$ cat config.mk
export PLATFORM = sky130hd
export DESIGN_NAME = mlf_scan
export DESIGN_NICKNAME = d
export VERILOG_FILES = /design/src/rtl/mlf_pkg.sv /design/src/rtl/mlf_scan.sv
export SDC_FILE = /design/constraint.sdc
export NUM_CORES = 1
export LEC_CHECK = 0
export ABC_CLOCK_PERIOD_IN_PS = 4600
export BUFFER_PORTS_ARGS = -buffer_cell sky130_fd_sc_hd__buf_4
export CORE_ASPECT_RATIO = 0.7
export CORE_MARGIN = 2
export CORE_UTILIZATION = 30
export CTS_CLUSTER_DIAMETER = 100
export DETAILED_ROUTE_END_ITERATION = 7
export GPL_TIMING_DRIVEN = 1
export HOLD_SLACK_MARGIN = 0.06
export MAX_ROUTING_LAYER = met4
export PLACE_DENSITY = 0.56
export SLEW_MARGIN = 10
export SYNTH_ARGS = -nofsm -noshare
export SYNTH_HDL_FRONTEND = slang
export SYNTH_SLANG_ARGS = --single-unit
export TNS_END_PERCENT = 10
$ cat constraint.sdc
create_clock -name clk -period 4.6 [get_ports clk]
set_input_delay 0.46 -clock clk [delete_from_list [all_inputs] [get_ports clk]]
set_output_delay 0.46 -clock clk [all_outputs]
set_load 0.005 [all_outputs]
$ cat src/rtl/mlf_pkg.sv
`timescale 1ns / 1ps

package mlf_pkg;

  // Table geometry.
  localparam int TABLE_ENTRIES = 256;
  localparam int IDX_W         = (TABLE_ENTRIES > 1) ? $clog2(TABLE_ENTRIES) : 1;
  localparam int CNT_W         = $clog2(TABLE_ENTRIES + 1);

  // Field widths.
  localparam int MAC_W  = 48;
  localparam int PORT_W = 16;

  // Bit position of the group (multicast) flag: low bit of the first octet.
  localparam int MCAST_BIT = 40;

  // Verdict codes.
  typedef enum logic [1:0] {
    V_FORWARD = 2'd0,
    V_FLOOD   = 2'd1,
    V_DROP    = 2'd2
  } verdict_t;

  // One forwarding table entry.
  typedef struct packed {
    logic [MAC_W-1:0]  mac;
    logic [PORT_W-1:0] port;
  } entry_t;

  // Status returned by the scan unit when a search ends.
  typedef struct packed {
    logic              done;
    logic              hit;
    logic [IDX_W-1:0]  idx;
    logic [PORT_W-1:0] port;
  } scan_res_t;

endpackage

$ cat src/rtl/mlf_scan.sv
`timescale 1ns / 1ps

module mlf_scan
  import mlf_pkg::*;
(
  input  logic              clk,
  input  logic              rst,
  input  logic              start,
  input  logic [MAC_W-1:0]  key,
  input  logic [CNT_W-1:0]  limit,
  input  entry_t            rd_data,
  output logic              rd_en,
  output logic [IDX_W-1:0]  rd_addr,
  output scan_res_t         res
);

  logic              active;
  logic [CNT_W-1:0]  cnt;
  logic              pipe_vld;
  logic [IDX_W-1:0]  pipe_idx;
  logic [MAC_W-1:0]  key_r;
  logic              done;
  logic              hit;
  logic [IDX_W-1:0]  hit_idx;
  logic [PORT_W-1:0] hit_port;
  logic              match;
  logic              more;

  // The shared comparator looks at the entry read in the previous cycle.
  assign match = pipe_vld && (rd_data.mac == key_r);
  assign more  = (cnt < limit);

  // Issue one read per cycle while valid entries remain and no hit is seen.
  assign rd_en   = active && more && !match;
  assign rd_addr = cnt[IDX_W-1:0];

  // Scan sequencer: address counter, one-deep read pipe and the result.
  always_ff @(posedge clk) begin
    if (rst) begin
      active   <= 1'b0;
      pipe_vld <= 1'b0;
      done     <= 1'b0;
    end else begin
      done <= 1'b0;
      if (start) begin
        active   <= 1'b1;
        cnt      <= '0;
        pipe_vld <= 1'b0;
        key_r    <= key;
      end else if (active) begin
        if (match) begin
          active   <= 1'b0;
          pipe_vld <= 1'b0;
          done     <= 1'b1;
          hit      <= 1'b1;
          hit_idx  <= pipe_idx;
          hit_port <= rd_data.port;
        end else if (more) begin
          pipe_vld <= 1'b1;
          pipe_idx <= cnt[IDX_W-1:0];
          cnt      <= cnt + 1'b1;
        end else begin
          active   <= 1'b0;
          pipe_vld <= 1'b0;
          done     <= 1'b1;
          hit      <= 1'b0;
          hit_idx  <= '0;
          hit_port <= '0;
        end
      end
    end
  end

  assign res.done = done;
  assign res.hit  = hit;
  assign res.idx  = hit_idx;
  assign res.port = hit_port;

endmodule

==> flow_summary.ini <==
[hold_path]
hp-class = input pin to register

[setup_path]
start_kind = register
end_kind = output pin
worstSetupPathType = register to output pin
crit_required_ns = 4.14
crit_end = rd_en
reg2reg_slack_ns = 1.97
critical_path_arrival_ns = 2.53
reg2regPathDepth = 8
critPathLaunch = key_r[39]
r2r_end = hit_port[9]
crit_fanout = 26
r2r-start = key_r[39]

[cells_and_area]
fill_cells = 1203
diodes = 0
syn_to_final_growth_pct = 41.0
drive_gt1_share_pct = 42.3
final_net_count = 556
instances_no_fill = 594

[placed_design]
portBuffers = 158
dp.cells = 578
hpwl_mm = 6.42
place_congestion = 0.743

[global_route]
grt_max_degree = 51
grt_pass1_wl_mm = 12.9
busiest_layer = met2
grt_use_total_pct = 12.3
first_global_vias = 2539
grt-ovfl-total = 0
antenna_found_initial = 0
met3_usage_pct = 4.34
grt_util_met1_pct = 16.6
grt_use_met2_pct = 17.5

[clocking]
htree_levels = 3
cts_tree = yes
cts_max_path_buffers = 2
holdBufCountCts = 0
insertion_delay_ns = 0.33
cts_buffers = 9
clk_pin_slew_ns = 0.07
clkSinkCount = 93
cts-root-buf = clkbuf_16
cts_resized = 0
post_cts.repair.setup_buffers = 0

[sta]
period_minus_slack_ns = 2.99
fmax_mhz = 335
final_max_slew_viol_count = 0
hold_viol_final = 0
final.setup.tns_ns = 0
skew_ns = 0.00736
max_slew_margin_pct = 56.6
period_share_pct = 64.9
setup_viol = 0
tightestPinTransition_ns = 0.652
rsz0062_at_grt = false

[yosys]
syn_avg_cell_area_um2 = 15.1
ys_warn_count = 0
syn_inst = 264
synth_nets = 397
ys_seq_area_share_pct = 69.5
netlist_area_um2 = 3980
synth_seq_cells = 93
synth_cell_types = 29

[die]
io_pins = 159
dieHeight_um = 100
core_um2 = 13100
dieArea_um2 = 14200
initial_core_util_pct = 30.5
die_w_um = 142
num_rows = 35

[route]
vias = 2548
drtPass1Iterations = 4
drt-initial-drc-count = 115
wirelength_mm = 8.45
ant_nets = 0
avgViaCountPerCell = 4.29
wire_per_inst_um = 14.2
drcViolationCount = 0

[power_and_ir_drop]
p_leak_nw = 2.38
ir_drop_mv = 0.172
power_density_nw_per_um2 = 343

[status]
status = completed

[job]
cap_violations = 0
-- metrics by stage --
stage                     util (%)  total power [W]  instance area (um2)  worst slack, ns  hold slack (ns)
final                         43.0          0.00192                 5610             1.61            0.298
after global routing          43.0          0.00201                 5610             1.37            0.271
after CTS                     43.0          0.00195                 5610             1.57            0.284
after detailed placement      40.7          0.00121                 5310             1.76            0.509
after global placement        40.7          0.00120                 5310             1.71            0.511
after floorplan                  -          0.00109                 3980             1.14            0.488
-- layout by cell type (no fill, tap or decap), drive strengths merged, types with 6 or more instances in the layout --
master / instances
clkbuf: 9
nor4: 11
nor2: 11
inv: 12
edfxtp: 90
and2: 25
o21ai: 6
buf: 161
xor2: 49
ha: 9
-- sequential cells by signal (all words and copies together) (netlist names) --
register and flops:
hit 1, key_r 48, hit_port 16, cnt 9
pipe_vld 1, done 1, active 1, hit_idx 8
pipe_idx 8
-- area by class of cell --
class	count	area [um2]	share of cell area, %
timing repair buffer	161	1210	21.5
clock inverter	7	71.3	1.27
multi-input combinational	148	1100	19.5
tap	166	208	3.70
clock buffer	9	225	4.02
inverter	10	37.5	0.669
sequential	93	2760	49.3
-- critical path, stage by stage, from the launching register on --
cell	delay (ns)
edfxtp_1	0.38
xor2_1	0.17
nor4_1	0.41
nand4_1	0.24
nor4_4	0.29
buf_4	0.27
nor3_2	0.12
and2_1	0.18
buf_4	0.13
-- synthesized netlist by cell type --
library cell / n / area (um2)
edfxtp_1: 90 / 2700
xor2_1: 49 / 429
and2_1: 25 / 156
buf_4: 11 / 82.6
nor2_1: 11 / 41.3
inv_1: 10 / 37.5
nor4_1: 10 / 62.6
ha_1: 9 / 113
o21ai_0: 6 / 30.0
a21oi_1: 5 / 25.0
nand3_1: 5 / 25.0
or3_1: 4 / 25.0
a31o_1: 3 / 26.3
dfxtp_1: 3 / 60.1
nand2_1: 3 / 11.3
nand4_1: 3 / 18.8
nor2b_1: 3 / 18.8
and3_1: 2 / 12.5
xnor2_1: 2 / 17.5
a211oi_1: 1 / 7.51
a31oi_1: 1 / 6.26
clkbuf_1: 1 / 3.75
clkbuf_2: 1 / 5.00
nand2b_1: 1 / 6.26
nand4b_1: 1 / 8.76
nor3_1: 1 / 5.00
nor3_2: 1 / 10.0
nor4_4: 1 / 21.3
nor4b_1: 1 / 8.76
-- per-layer routing --
metal,routed length [um],vias to the layer above
met5,0,-
met4,95,0
met3,700,8
met2,3630,110
met1,4030,1168
li1,-,1262
-- how the worst min path moves through the flow --
stage | from | to | slack (ns) | cells after the start
floorplan | active | done | 0.49 | 2
global placement | pipe_idx[6] | hit_idx[6] | 0.51 | 1
detailed placement | pipe_idx[6] | hit_idx[6] | 0.51 | 1
CTS | key[6] | key_r[6] | 0.28 | 1
global route | key[25] | key_r[25] | 0.27 | 1
finish | key[6] | key_r[6] | 0.30 | 1
-- cells by family (layout without fill, tap and decap cells) --
| logic type | after synthesis | count (layout) | synth area share, % |
|---|---|---|---|
| DFF | 93 | 93 | 69.5 |
| and+or+nand+nor | 72 | 72 | 10.9 |
| xor gates and xnor gates | 51 | 51 | 11.2 |
| buffers and inverters | 23 | 187 | 3.24 |
| AOI/OAI and AO/OA | 16 | 16 | 2.39 |
| adders and majority gates | 9 | 9 | 2.83 |
-- report_power, final --
group / switching, W / leakage, nW / internal [W]
Combinational: 0.0000719 / 1.30 / 0.000113
Sequential: 0.0000270 / 0.922 / 0.000974
Clock: 0.000313 / 0.150 / 0.000423
Total: 0.000412 / 2.38 / 0.00151
Power figures use the tool's default switching activity.
